<file path="config.mk">
export PLATFORM = sky130hd
export DESIGN_NAME = iad_core
export DESIGN_NICKNAME = d
export VERILOG_FILES = /design/src/rtl/iad_pkg.sv /design/src/rtl/iad_nib_dec.sv /design/src/rtl/iad_core.sv
export SDC_FILE = /design/constraint.sdc
export NUM_CORES = 1
export LEC_CHECK = 0
export BUFFER_PORTS_ARGS = -buffer_cell sky130_fd_sc_hd__clkbuf_2
export CORE_ASPECT_RATIO = 1.5
export CORE_MARGIN = 5
export CORE_UTILIZATION = 40
export DETAILED_ROUTE_END_ITERATION = 6
export PLACE_DENSITY = 0.66
export REMOVE_ABC_BUFFERS = 1
export SETUP_SLACK_MARGIN = 0.3
export SYNTH_ARGS = -nofsm -noshare
export SYNTH_HDL_FRONTEND = slang
export SYNTH_SLANG_ARGS = --single-unit
export TNS_END_PERCENT = 10
</file>
<file path="constraint.sdc">
create_clock -name clk_i -period 11.1 [get_ports clk_i]
set_clock_uncertainty 0.1 [all_clocks]
set_input_delay 2.22 -clock clk_i [delete_from_list [all_inputs] [get_ports clk_i]]
set_output_delay 2.22 -clock clk_i [all_outputs]
set_load 0.01 [all_outputs]
</file>
<file path="src/rtl/iad_pkg.sv">
`timescale 1ns / 1ps
// ----------------------------------------------------------------------------
// iad_pkg - shared types and constants of the ima adpcm stream decoder
// Step table, index adjust table, header phase codes and the step record
// passed from the decode core to the top level.
// ----------------------------------------------------------------------------
package iad_pkg;

  localparam int unsigned BYTE_W   = 8;
  localparam int unsigned SAMPLE_W = 16;
  localparam int unsigned IDX_W    = 7;
  localparam int unsigned STEP_W   = 15;
  localparam int unsigned CFG_W    = 24;
  localparam int unsigned NIB_W    = 4;

  localparam logic [IDX_W-1:0] IDX_MAX = 7'd88;

  localparam logic signed [SAMPLE_W-1:0] SAMPLE_MAX = 16'sh7fff;
  localparam logic signed [SAMPLE_W-1:0] SAMPLE_MIN = 16'sh8000;

  // header progress of the current stream
  typedef enum logic [1:0] {
    PH_IDLE = 2'd0,
    PH_LO   = 2'd1,
    PH_HI   = 2'd2,
    PH_DATA = 2'd3
  } phase_e;

  // what the core does in one cycle
  typedef struct packed {
    logic                       emit;
    logic                       consume;
    logic                       last;
    logic signed [SAMPLE_W-1:0] sample;
    logic                       hi_pend;
    logic                       cnt_zero;
  } iad_step_t;

  // standard ima step sizes
  localparam logic [STEP_W-1:0] STEP_TAB [89] = '{
    15'd7,     15'd8,     15'd9,     15'd10,    15'd11,    15'd12,    15'd13,
    15'd14,    15'd16,    15'd17,    15'd19,    15'd21,    15'd23,    15'd25,
    15'd28,    15'd31,    15'd34,    15'd37,    15'd41,    15'd45,    15'd50,
    15'd55,    15'd60,    15'd66,    15'd73,    15'd80,    15'd88,    15'd97,
    15'd107,   15'd118,   15'd130,   15'd143,   15'd157,   15'd173,   15'd190,
    15'd209,   15'd230,   15'd253,   15'd279,   15'd307,   15'd337,   15'd371,
    15'd408,   15'd449,   15'd494,   15'd544,   15'd598,   15'd658,   15'd724,
    15'd796,   15'd876,   15'd963,   15'd1060,  15'd1166,  15'd1282,  15'd1411,
    15'd1552,  15'd1707,  15'd1878,  15'd2066,  15'd2272,  15'd2499,  15'd2749,
    15'd3024,  15'd3327,  15'd3660,  15'd4026,  15'd4428,  15'd4871,  15'd5358,
    15'd5894,  15'd6484,  15'd7132,  15'd7845,  15'd8630,  15'd9493,  15'd10442,
    15'd11487, 15'd12635, 15'd13899, 15'd15289, 15'd16818, 15'd18500, 15'd20350,
    15'd22385, 15'd24623, 15'd27086, 15'd29794, 15'd32767
  };

  // step index adjust by nibble magnitude
  localparam logic signed [4:0] IDX_ADJ [8] = '{
    -5'sd1, -5'sd1, -5'sd1, -5'sd1, 5'sd2, 5'sd4, 5'sd6, 5'sd8
  };

endpackage

</file>
<file path="src/rtl/iad_nib_dec.sv">
`timescale 1ns / 1ps
// ----------------------------------------------------------------------------
// iad_nib_dec - one ima adpcm nibble update
// Step lookup, difference build, saturating predictor add and index clamp.
// ----------------------------------------------------------------------------
module iad_nib_dec
  import iad_pkg::*;
(
  input  logic signed [SAMPLE_W-1:0] pred_i,
  input  logic [IDX_W-1:0]           idx_i,
  input  logic [NIB_W-1:0]           nib_i,
  output logic signed [SAMPLE_W-1:0] pred_o,
  output logic [IDX_W-1:0]           idx_o
);

  logic [STEP_W-1:0]          step;
  logic [SAMPLE_W-1:0]        diff;
  logic signed [SAMPLE_W+1:0] pred_ext;
  logic signed [SAMPLE_W+1:0] diff_ext;
  logic signed [SAMPLE_W+1:0] sum;
  logic signed [IDX_W:0]      idx_sum;

  // difference from the step size and magnitude bits
  always_comb begin
    step = STEP_TAB[idx_i];
    diff = SAMPLE_W'(step >> 3);
    if (nib_i[0]) begin
      diff = diff + SAMPLE_W'(step >> 2);
    end
    if (nib_i[1]) begin
      diff = diff + SAMPLE_W'(step >> 1);
    end
    if (nib_i[2]) begin
      diff = diff + SAMPLE_W'(step);
    end
  end

  // predictor update with 16-bit saturation
  always_comb begin
    pred_ext = $signed({{2{pred_i[SAMPLE_W-1]}}, pred_i});
    diff_ext = $signed({2'b00, diff});
    sum      = nib_i[3] ? (pred_ext - diff_ext) : (pred_ext + diff_ext);
    if (sum > (SAMPLE_W+2)'(SAMPLE_MAX)) begin
      pred_o = SAMPLE_MAX;
    end else if (sum < (SAMPLE_W+2)'(SAMPLE_MIN)) begin
      pred_o = SAMPLE_MIN;
    end else begin
      pred_o = sum[SAMPLE_W-1:0];
    end
  end

  // step index update clamped to the table
  always_comb begin
    idx_sum = $signed({1'b0, idx_i}) + (IDX_W+1)'(IDX_ADJ[nib_i[2:0]]);
    if (idx_sum < 0) begin
      idx_o = '0;
    end else if (idx_sum > $signed({1'b0, IDX_MAX})) begin
      idx_o = IDX_MAX;
    end else begin
      idx_o = idx_sum[IDX_W-1:0];
    end
  end

endmodule

</file>
<file path="src/rtl/iad_core.sv">
`timescale 1ns / 1ps
// ----------------------------------------------------------------------------
// iad_core - stream state and per-cycle step of the decoder
// Holds predictor, step index, header phase, sample count and nibble select;
// handles one header byte or one data nibble per enabled cycle.
// ----------------------------------------------------------------------------
module iad_core
  import iad_pkg::*;
#(
  parameter int unsigned COUNT_BITS = 24
) (
  input  logic                  clk_i,
  input  logic                  rst_ni,
  input  logic                  en_i,
  input  logic [BYTE_W-1:0]     byte_i,
  input  logic                  start_i,
  input  logic [COUNT_BITS-1:0] total_i,
  output iad_step_t             step_o
);

  logic signed [SAMPLE_W-1:0] pred_q, pred_d;
  logic [IDX_W-1:0]           idx_q, idx_d;
  phase_e                     phase_q, phase_d;
  logic [COUNT_BITS-1:0]      remain_q, remain_d;
  logic                       hi_sel_q, hi_sel_d;

  logic [NIB_W-1:0]           nib;
  logic signed [SAMPLE_W-1:0] dec_pred;
  logic [IDX_W-1:0]           dec_idx;
  logic [COUNT_BITS-1:0]      total_dec;
  logic [COUNT_BITS-1:0]      remain_dec;

  assign nib        = hi_sel_q ? byte_i[7:4] : byte_i[3:0];
  assign total_dec  = total_i - COUNT_BITS'(1);
  assign remain_dec = remain_q - COUNT_BITS'(1);

  iad_nib_dec u_nib_dec (
    .pred_i (pred_q),
    .idx_i  (idx_q),
    .nib_i  (nib),
    .pred_o (dec_pred),
    .idx_o  (dec_idx)
  );

  // state registers
  always_ff @(posedge clk_i or negedge rst_ni) begin
    if (!rst_ni) begin
      pred_q   <= '0;
      idx_q    <= '0;
      phase_q  <= PH_IDLE;
      remain_q <= '0;
      hi_sel_q <= 1'b0;
    end else begin
      pred_q   <= pred_d;
      idx_q    <= idx_d;
      phase_q  <= phase_d;
      remain_q <= remain_d;
      hi_sel_q <= hi_sel_d;
    end
  end

  // one header byte or one nibble per enabled cycle
  always_comb begin
    pred_d   = pred_q;
    idx_d    = idx_q;
    phase_d  = phase_q;
    remain_d = remain_q;
    hi_sel_d = hi_sel_q;
    step_o          = '0;
    step_o.sample   = pred_q;
    step_o.hi_pend  = hi_sel_q;
    step_o.cnt_zero = (remain_q == '0);
    if (en_i) begin
      if (start_i) begin
        pred_d         = $signed({{(SAMPLE_W-BYTE_W){1'b0}}, byte_i});
        remain_d       = '0;
        phase_d        = PH_LO;
        hi_sel_d       = 1'b0;
        step_o.consume = 1'b1;
      end else begin
        case (phase_q)
          PH_LO: begin
            pred_d         = $signed({byte_i, pred_q[BYTE_W-1:0]});
            phase_d        = PH_HI;
            step_o.consume = 1'b1;
          end
          PH_HI: begin
            idx_d          = (byte_i > BYTE_W'(IDX_MAX)) ? IDX_MAX : byte_i[IDX_W-1:0];
            phase_d        = PH_DATA;
            remain_d       = total_i;
            step_o.consume = 1'b1;
            if (total_i != '0) begin
              remain_d      = total_dec;
              step_o.emit   = 1'b1;
              step_o.sample = pred_q;
              step_o.last   = (total_dec == '0);
            end
          end
          PH_DATA: begin
            if (remain_q != '0) begin
              pred_d        = dec_pred;
              idx_d         = dec_idx;
              remain_d      = remain_dec;
              step_o.emit   = 1'b1;
              step_o.sample = dec_pred;
              step_o.last   = (remain_dec == '0);
              if (!hi_sel_q && (remain_dec != '0)) begin
                hi_sel_d = 1'b1;
              end else begin
                hi_sel_d       = 1'b0;
                step_o.consume = 1'b1;
              end
            end else begin
              hi_sel_d       = 1'b0;
              step_o.consume = 1'b1;
            end
          end
          default: begin
            // idle: byte without a stream start is dropped
            step_o.consume = 1'b1;
          end
        endcase
      end
    end
  end

endmodule

</file>
==> results of run 1 <==
worst register-to-register path: cells and delay by family, from the launching register on:
| kind | cells | cell delay [ns] |
|---|---|---|
| and+or+nand+nor | 9 | 1.13 |
| xor gates and xnor gates | 4 | 0.69 |
| adders and majority gates | 4 | 1.22 |
| buffers and inverters | 13 | 2.13 |
| muxes | 1 | 0.36 |
| DFF | 1 | 0.50 |
| AOI/OAI and AO/OA | 12 | 2.40 |
routing by layer:
| layer | part of all wire | global-route usage |
|---|---|---|
| met4 | 0.058 | 0.132 |
| met1 | 0.39 | 0.280 |
| met5 | 0 | 0 |
| met2 | 0.51 | 0.460 |
| met3 | 0.040 | 0.0170 |
cell usage in the layout (no fill, tap or decap), types with 28 or more instances in the layout:
cell / n
ha_1: 68
nand2_1: 142
a21oi_1: 95
buf_4: 247
nor2_1: 113
xor2_1: 33
nand2b_1: 38
xnor2_1: 50
dfrtp_1: 50
inv_1: 35
o22ai_1: 28
nor3_1: 37
clkbuf_2: 46
o21ai_0: 87
cell usage after synthesis (5+ instances only):
library cell  count  area share
nand2_1         144       0.057
a21oi_1         115       0.061
nor2_1          114       0.045
o21ai_0         103       0.054
ha_1             85        0.11
xnor2_1          53       0.049
dfrtp_1          50        0.13
clkbuf_1         46       0.018
nor3_1           42       0.022
nand2b_1         39       0.026
inv_1            38       0.015
xor2_1           34       0.031
o22ai_1          29       0.019
nand3_1          25       0.013
nor2b_1          25       0.017
o211ai_1         21       0.017
or3_1            19       0.013
buf_2            17      0.0090
a211oi_1         16       0.013
o221ai_1         16       0.015
a22o_1           15       0.014
o21a_1           15       0.012
a21o_1           14       0.011
a31oi_1          14      0.0092
mux2i_1          13       0.014
nor4_1           13      0.0086
a21boi_0         11      0.0087
o21ai_1          11      0.0058
nand4_1          10      0.0066
mux2_2            9       0.011
nor3b_1           8      0.0063
o21bai_1          8      0.0063
and2_1            7      0.0046
and3_1            6      0.0040
nand3b_1          6      0.0048
or4_1             6      0.0048
a311oi_1          5      0.0046
buf_1             5      0.0020
fa_1              5       0.011
nor4b_1           5      0.0046
cell type report:
cell class | instances | area, sq um
Fill cell | 2231 | 10900
Clock buffer | 5 | 125
Multi-Input combinational cell | 1155 | 8320
Clock inverter | 3 | 48.8
Tap cell | 319 | 399
Sequential cell | 50 | 1250
Timing Repair Buffer | 314 | 2340
Inverter | 43 | 166
cell families after synthesis:
logic type      count (synthesis)
mux                            25
xor+xnor                       88
simple gates                  489
compound gates                463
flops                          50
fa+ha+maj                      90
buf+inv                       117
what timing repair did:
| item | CTS | global route |
|---|---|---|
| hold endpoints to repair | 0 | 0 |
| gates cloned | 0 | 1 |
| setup buffers | 25 | 9 |
| gates resized for setup | 106 | 48 |
| setup endpoints to repair | 16 | 16 |
| pin swaps | 42 | 38 |
through the flow:
step                instance area [sq um]  hold WS [ns]  worst slack (ns)  setup TNS [ns]
floorplan                            9140         0.355            -0.308           -3.92
global placement                    11600         0.375            -0.227           -2.90
detailed placement                  11600         0.384            -0.326           -4.06
CTS                                 12400         0.402             0.281               0
global route                        12600         0.469            -0.404           -5.42
finish                              12600         0.397            0.0791               0
worst paths after layout:
check,startpoint,slack [ns],to
worst max register to register,idx_q[2]$_DFFE_PN0P_,2.51,pred_q[7]$_DFFE_PN0P_
worst min-delay path,remain_q[16]$_DFFE_PN0P_,0.40,remain_q[16]$_DFFE_PN0P_
worst max-delay path,idx_q[2]$_DFFE_PN0P_,0.08,step_o[8]
min in group asynchronous,rst_ni,1.92,pred_q[1]$_DFFE_PN0P_
worst min register to register,remain_q[16]$_DFFE_PN0P_,0.40,remain_q[16]$_DFFE_PN0P_
max in group asynchronous,rst_ni,8.52,remain_q[3]$_DFFE_PN0P_
sequential cells by signal, summed over array words and instances (netlist names):
register  flops
hi_sel_q      1
pred_q       16
idx_q         7
remain_q     24
phase_q       2
==> impl_metrics.csv, run 1 <==
group,metric,value,unit
floorplan,die_w,136,um
logic_synthesis,syn_area,9470,sq um
logic_synthesis,yosysWarnings,0,
timing,fin_crit_sh,0.993,
floorplan,initial_core_util,0.402,
grt,grt_pass1_wl,54900,um
clocking,hold_buffers,0,
critical_path,worstSetupStartpointType,"flip-flop",
critical_path,cp.buffers_inverters,13,
clocking,cts_made_buffers,5,
placement,gp_congestion,1.00,
floorplan,die-area,26900,sq um
logic_synthesis,synth_top_family_by_area,"compound AO/OA/AOI/OAI gates",
timing,fmax,90.7,MHz
critical_path,critPathArrivalTime,8.70,ns
worst_hold_path,hp-class,"flip-flop to flip-flop",
critical_path,crit_slowest_cell,"dfrtp_1",
logic_synthesis,synth.area.mux_share,0.0306,
clocking,cts_num_sinks,50,
logic_synthesis,synth-compound-area-share,0.324,
timing,finalSetupViolCount,0,
timing,period_needed,11.02,ns
clocking,htree_levels,2,
clocking,clock-root-buffer,"clkbuf_16",
grt,antenna_found_initial,0,
timing,relSlewSlack,0.181,
cells_and_area,final_util,0.537,
critical_path,critPathMaxStageDelay,0.50,ns
cells_and_area,area_delta_synth_final,33.5,%
critical_path,path_depth,43,
critical_path,reg2reg_depth,43,
placement,hpwlAfterDp,26600,um
timing,finalHoldViolCount,0,
critical_path,cp-end-kind,"output port",
logic_synthesis,synth_flop_cell,"dfrtp_1",
status,outcome,"finished clean",
grt,grt_pass1_vias,11000,
grt,overflow,0,
cells_and_area,diodes,0,
cells_and_area,nets,1695,
floorplan,rows,69,
grt,grt_max_degree,51,
placement,numPortBuffers,56,
critical_path,worst-path-max-fanout,21,
floorplan,coreArea,23600,sq um
timing,tightest_slew,1.22,ns
timing,slew_violations,0,
clocking,clk_latency,0.31,ns
logic_synthesis,synth.ff_latch_count,50,
logic_synthesis,synth_edf_count,0,
critical_path,cp.required,8.78,ns
job,drv_cap,0,
routing,num_vias,11300,
logic_synthesis,yosysSeqAreaShare,0.132,
critical_path,worstSetupPathType,"flip-flop to output port",
critical_path,cp_common_cell,"buf_4",
routing,drtIter0Drc,851,
routing,first_pass_iters,5,
logic_synthesis,synth_area_per_cell,7.17,sq um
timing,rsz0062_at_grt,"true",
logic_synthesis,yosys.area_share.simple,0.255,
critical_path,crit_family,"compound AO/OA/AOI/OAI gates",
worst_hold_path,worstHoldPathCells,2,
routing,via_per_inst,5.96,
routing,drc,0,
cells_and_area,drive_gt1_frac,0.292,
clocking,clkTransAtPathRegs,0.08,ns
logic_synthesis,synthCells,1322,
logic_synthesis,synth_xor_xnor_area_share,0.0829,
clocking,clock_path_buffers,2,
placement,place_inst,1846,
logic_synthesis,synthArstFlopShare,1.00,
floorplan,io_pins,57,
logic_synthesis,synth_cell_types,98,
floorplan,die_h,198,um
routing,routedWlPerCell,18.1,um
cells_and_area,layoutNonFillerInstCount,1889,
routing,routed_wl,34300,um
routing,ant_nets,0,
logic_synthesis,synthAdderAreaFrac,0.123,
grt,grt.total_usage,0.248,
clocking,cts_tree,"built",
Power of run 1 is not shown: default switching activity piles up to over one toggle a cycle in this logic, so the estimate is an artifact.
==> inputs of run 2 (changes only) <==
Settings changed: CORE_MARGIN 5 to default.
==> run 2 against run 1 <==
Net effect:
- die area fell by 9.7%
- setup slack worse by 0.058 ns
- critical path depth is 3 higher
- cell count fell by 0.79%
- largest cell class unchanged
==> impl_metrics.csv, run 2 (synthesized netlist as in run 1, its figures left out) <==
group,metric,value,unit
cells_and_area,final_common_cell,"buf_4",
timing,relSlewSlack,0.200,
grt,grt_use_met2,0.552,
cells_and_area,nets,1684,
worst_hold_path,worstHoldPathCells,2,
critical_path,critPathMaxStageDelay,0.42,ns
cells_and_area,diodes,0,
critical_path,worst-path-max-fanout,7,
cells_and_area,largest_register_ffs,24,
timing,slew_violations,0,
timing,period_needed,11.08,ns
routing,routedWlPerCell,19.1,um
critical_path,cp-end-kind,"output port",
routing,num_vias,11400,
floorplan,coreArea,23100,sq um
floorplan,io_pins,57,
clocking,cts_made_buffers,5,
critical_path,worstSetupStartpointType,"flip-flop",
critical_path,regToRegStartpoint,"idx_q[0]$_DFFE_PN0P_",
clocking,cts_tree,"built",
cells_and_area,drive_gt1_frac,0.298,
clocking,clock-root-buffer,"clkbuf_16",
critical_path,crit_slowest_cell,"dfrtp_1",
cells_and_area,final_cell_mix,"230 x buf_4, 142 x nand2_1, 114 x nor2_1",
job,drv_cap,0,
placement,numPortBuffers,56,
cells_and_area,fillCellCount,2245,
clocking,clock_path_buffers,2,
cells_and_area,top_regs,"remain_q (24), pred_q (16), idx_q (7)",
clocking,clk_latency,0.31,ns
critical_path,cp.required,8.78,ns
critical_path,cp.buffers_inverters,11,
worst_hold_path,min_to,"remain_q[16]$_DFFE_PN0P_",
cells_and_area,regMostFlops,"remain_q",
floorplan,initial_core_util,0.409,
floorplan,rows,68,
timing,tightest_slew,1.19,ns
grt,grt_pass1_wl,57500,um
timing,whs,0.422,ns
critical_path,reg2reg_depth,47,
critical_path,critPathArrivalTime,8.76,ns
routing,drc,0,
timing,fmax,90.3,MHz
status,outcome,"finished clean",
timing,fin_crit_sh,0.998,
floorplan,die_w,128,um
worst_hold_path,min_from,"remain_q[16]$_DFFE_PN0P_",
clocking,cts_num_sinks,50,
grt,grt_max_degree,51,
grt,use_met3,0.0227,
cells_and_area,area_delta_synth_final,34.0,%
critical_path,cp_common_cell,"buf_4",
worst_hold_path,hp-class,"flip-flop to flip-flop",
routing,routed_wl,35800,um
routing,drtIter0Drc,645,
clocking,htree_levels,2,
clocking,clkTransAtPathRegs,0.08,ns
routing,via_per_inst,6.08,
timing,finalSetupViolCount,0,
clocking,hold_buffers,0,
grt,grt_pass1_vias,11400,
routing,first_pass_iters,5,
floorplan,die_h,190,um
grt,antenna_found_initial,0,
floorplan,die-area,24300,sq um
grt,grt-busiest-layer,"met2",
placement,hpwlAfterDp,27500,um
grt,grt.total_usage,0.295,
routing,ant_nets,0,
critical_path,crit_family,"compound AO/OA/AOI/OAI gates",
critical_path,worstSetupPathType,"flip-flop to output port",
grt,met1_usage,0.311,
grt,overflow,0,
critical_path,r2r-end,"pred_q[1]$_DFFE_PN0P_",
critical_path,r2r_slack,2.39,ns
timing,finalHoldViolCount,0,
timing,rsz0062_at_grt,"true",
placement,gp_congestion,0.987,
## run 2: cell types whose count changed in the layout (fill, tap and decap cells not counted), moves of 4 or more
cell,change
buf_4,-17
nand3_2,+4
ha_4,+5
nand3_1,-4
buf_6,+5
ha_1,-5
## run 2: final cells by class
class                   instances  area, sq um  area share
multi-input cells            1155         8460       0.666
clock inverters                 3         48.8     0.00384
inverters                      43          161      0.0127
well taps                     315          394      0.0310
repair buffers                303         2260       0.178
clock buffers                   5          125     0.00985
flip-flops and latches         50         1250      0.0986
## run 2: worst max-delay path by stage
stage                         startpoint          to  slack, ns  depth (start not counted)
floorplan           idx_q[2]$_DFFE_PN0P_  step_o[13]      -0.31                         40
global placement    idx_q[0]$_DFFE_PN0P_  step_o[14]      -0.17                         42
detailed placement  idx_q[0]$_DFFE_PN0P_  step_o[14]      -0.23                         42
CTS                 idx_q[0]$_DFFE_PN0P_   step_o[5]       0.22                         46
global route        idx_q[0]$_DFFE_PN0P_   step_o[9]      -0.35                         46
finish              idx_q[0]$_DFFE_PN0P_   step_o[9]       0.02                         46
## run 2: timing repair
| action | CTS | global route |
|---|---|---|
| buffers inserted | 26 | 14 |
| resized for setup | 115 | 72 |
| setup endpoints to repair | 16 | 16 |
| pin swaps | 61 | 51 |
| cloned | 2 | 1 |
## run 2: tightest hold or removal path, delay by kind of cell, from the launching register on
family | cells | cell delay (ns)
AOI/OAI and AO/OA | 1 | 0.08
DFF | 1 | 0.35
and+or+nand+nor | 1 | 0.06
## run 2: metrics by stage
| step | cells | setup WS, ns | utilization | TNS [ns] | instance area, sq um |
|---|---|---|---|---|---|
| 2_1_floorplan | 1248 | -0.308 | - | -3.92 | 9140 |
| 3_3_place_gp | 1823 | -0.171 | 0.492 | -1.87 | 11400 |
| 3_5_place_dp | 1823 | -0.226 | 0.492 | -2.47 | 11400 |
| 4_1_cts | 1859 | 0.221 | 0.530 | 0 | 12300 |
| 5_1_grt | 1874 | -0.352 | 0.549 | -4.88 | 12700 |
| 6_report | 1874 | 0.0212 | 0.549 | 0 | 12700 |
## run 2: routing by layer
layer / wire, um / part of all wire
met5: 0 / 0
met4: 2470 / 0.069
met3: 1500 / 0.042
met2: 18400 / 0.51
met1: 13400 / 0.37
Power of run 2 is left out for the same reason.
==> inputs of run 3 (changes only) <==
Settings changed: PLACE_DENSITY 0.66 to 0.64.
Clock period 11.1 ns to 12 ns, I/O delays scaled along.
==> run 3 against run 2 <==
Net effect:
- routed wire length decreased by 4.9%
- non-clock buffer count decreased by 122
- utilization decreased by 4.4 points
- first-iteration DRC count decreased by 4.0%
- register-to-register slack improved by 0.69 ns
- setup slack improved by 0.44 ns
- sequential share of layout area increased by 0.93 points
- design area decreased by 7.9%
- cell count decreased by 6.5%
- global-route usage decreased by 2.5 points
- largest cell class unchanged
==> impl_metrics.csv, run 3 (synthesized netlist as in run 1, its figures left out) <==
group,metric,value,unit
worst_hold_path,worstHoldPathCells,2,
cells_and_area,nets,1563,
critical_path,regToRegStartpoint,"idx_q[1]$_DFFE_PN0P_",
cells_and_area,seq_area,1260,sq um
critical_path,critPathMaxStageDelay,0.42,ns
floorplan,io_pins,57,
worst_hold_path,min_to,"remain_q[16]$_DFFE_PN0P_",
cells_and_area,top_regs,"remain_q (24), pred_q (16), idx_q (7)",
routing,routed_wl,34000,um
clocking,clk_latency,0.30,ns
routing,routedWlPerCell,19.4,um
critical_path,cp.required,9.50,ns
floorplan,coreArea,23100,sq um
clocking,cts_made_buffers,5,
cells_and_area,area_delta_synth_final,23.4,%
floorplan,die_w,128,um
placement,pre_cts_ws,-0.0935,ns
cells_and_area,final_cell_mix,"143 x nand2_1, 113 x nor2_1, 109 x buf_4",
cells_and_area,diodes,0,
worst_hold_path,hp-class,"flip-flop to flip-flop",
critical_path,crit_slowest_cell,"fa_2",
timing,fmax,86.7,MHz
floorplan,die-area,24300,sq um
clocking,clock_path_buffers,2,
timing,slew_violations,0,
clocking,htree_levels,2,
critical_path,worst-path-max-fanout,7,
routing,drc,0,
grt,grt_pass1_wl,52200,um
job,drv_cap,0,
cells_and_area,largest_register_ffs,24,
clocking,hold_buffers,0,
floorplan,die_h,190,um
timing,fin_crit_sh,0.961,
cells_and_area,final_common_cell,"nand2_1",
timing,finalHoldViolCount,0,
routing,first_pass_iters,6,
timing,finalWorstSetupSlack,0.464,ns
cells_and_area,fillCellCount,2283,
critical_path,reg2reg_depth,44,
cells_and_area,regMostFlops,"remain_q",
placement,hpwlAfterDp,25300,um
timing,relSlewSlack,0.193,
cells_and_area,multi_input_area,8370,sq um
critical_path,r2r-end,"pred_q[12]$_DFFE_PN0P_",
clocking,clkTransAtPathRegs,0.07,ns
floorplan,initial_core_util,0.409,
grt,grt.total_usage,0.269,
critical_path,r2r_slack,3.08,ns
clocking,clock-root-buffer,"clkbuf_16",
timing,rsz0062_at_grt,"false",
grt,grt_pass1_vias,10300,
critical_path,worstSetupPathType,"primary input to output port",
clocking,cts_tree,"built",
timing,finalSetupViolCount,0,
cells_and_area,drive_gt1_frac,0.230,
grt,overflow,0,
worst_hold_path,min_from,"remain_q[16]$_DFFE_PN0P_",
routing,drtIter0Drc,619,
critical_path,worstSetupStartpointType,"primary input",
grt,grt_max_degree,51,
timing,tightest_slew,1.20,ns
routing,num_vias,10900,
timing,period_needed,11.54,ns
floorplan,rows,68,
critical_path,cp-end-kind,"output port",
critical_path,cp_common_cell,"buf_4",
timing,whs,0.393,ns
placement,gp_congestion,0.981,
routing,via_per_inst,6.22,
status,outcome,"finished clean",
critical_path,critPathArrivalTime,9.04,ns
routing,ant_nets,0,
grt,antenna_found_initial,0,
placement,numPortBuffers,56,
clocking,cts_num_sinks,50,
run 3: cell count changes in the layout (fill, tap and decap cells not counted), moves of 4 or more:
cell,previous run,this run
ha_2,7,11
inv_2,8,4
a21oi_1,93,100
buf_4,230,109
nand3_2,4,0
ha_4,15,9
a21oi_2,20,11
run 3: worst max-delay path by stage:
stage | start | to | slack (ns) | cells past startpoint
6_report | byte_i[4] | step_o[5] | 0.46 | 38
5_1_grt | idx_q[1]$_DFFE_PN0P_ | step_o[9] | 0.14 | 44
4_1_cts | idx_q[0]$_DFFE_PN0P_ | step_o[9] | 0.38 | 43
3_5_place_dp | byte_i[0] | step_o[14] | -0.09 | 32
3_3_place_gp | byte_i[0] | step_o[9] | 0.02 | 32
2_1_floorplan | idx_q[2]$_DFFE_PN0P_ | step_o[13] | 0.41 | 40
run 3: layout make-up:
type	instances	area share
Multi-Input combinational cell	1156	0.716
Timing Repair Buffer	181	0.112
Sequential cell	50	0.108
Tap cell	315	0.0337
Inverter	43	0.0151
Clock buffer	5	0.0107
Clock inverter	3	0.00375
run 3: metrics by stage:
step	cells	cell area, sq um	TNS, ns	util
5_1_grt	1753	11700	0	0.505
3_5_place_dp	1691	10400	-0.477	0.447
3_3_place_gp	1691	10400	0	0.447
2_1_floorplan	1248	9140	0	-
4_1_cts	1710	10800	0	0.465
6_report	1753	11700	0	0.505
run 3: timing repair:
| action | CTS | global route |
|---|---|---|
| endpoints found under the setup margin | 16 | 16 |
| pin swaps | 7 | 55 |
| setup buffers | 11 | 41 |
| resized for setup | 30 | 154 |
| gates cloned | 0 | 2 |
run 3: layer usage:
metal	up-vias	part of all wire	track usage
met4	0	0.068	0.174
met2	480	0.50	0.491
li1	5154	-	-
met5	-	0	0
met3	145	0.056	0.0208
met1	5117	0.38	0.298
run 3: critical path: cells and delay by family:
kind / cells / cell delay [ns]
buffers and inverters: 8 / 1.22
AND/OR/NAND/NOR: 8 / 0.84
XOR/XNOR: 4 / 0.62
multiplexers: 1 / 0.26
adder cells (fa/ha/maj): 3 / 1.08
AO/OA/AOI/OAI: 14 / 2.59
Power of run 3 is left out for the same reason.
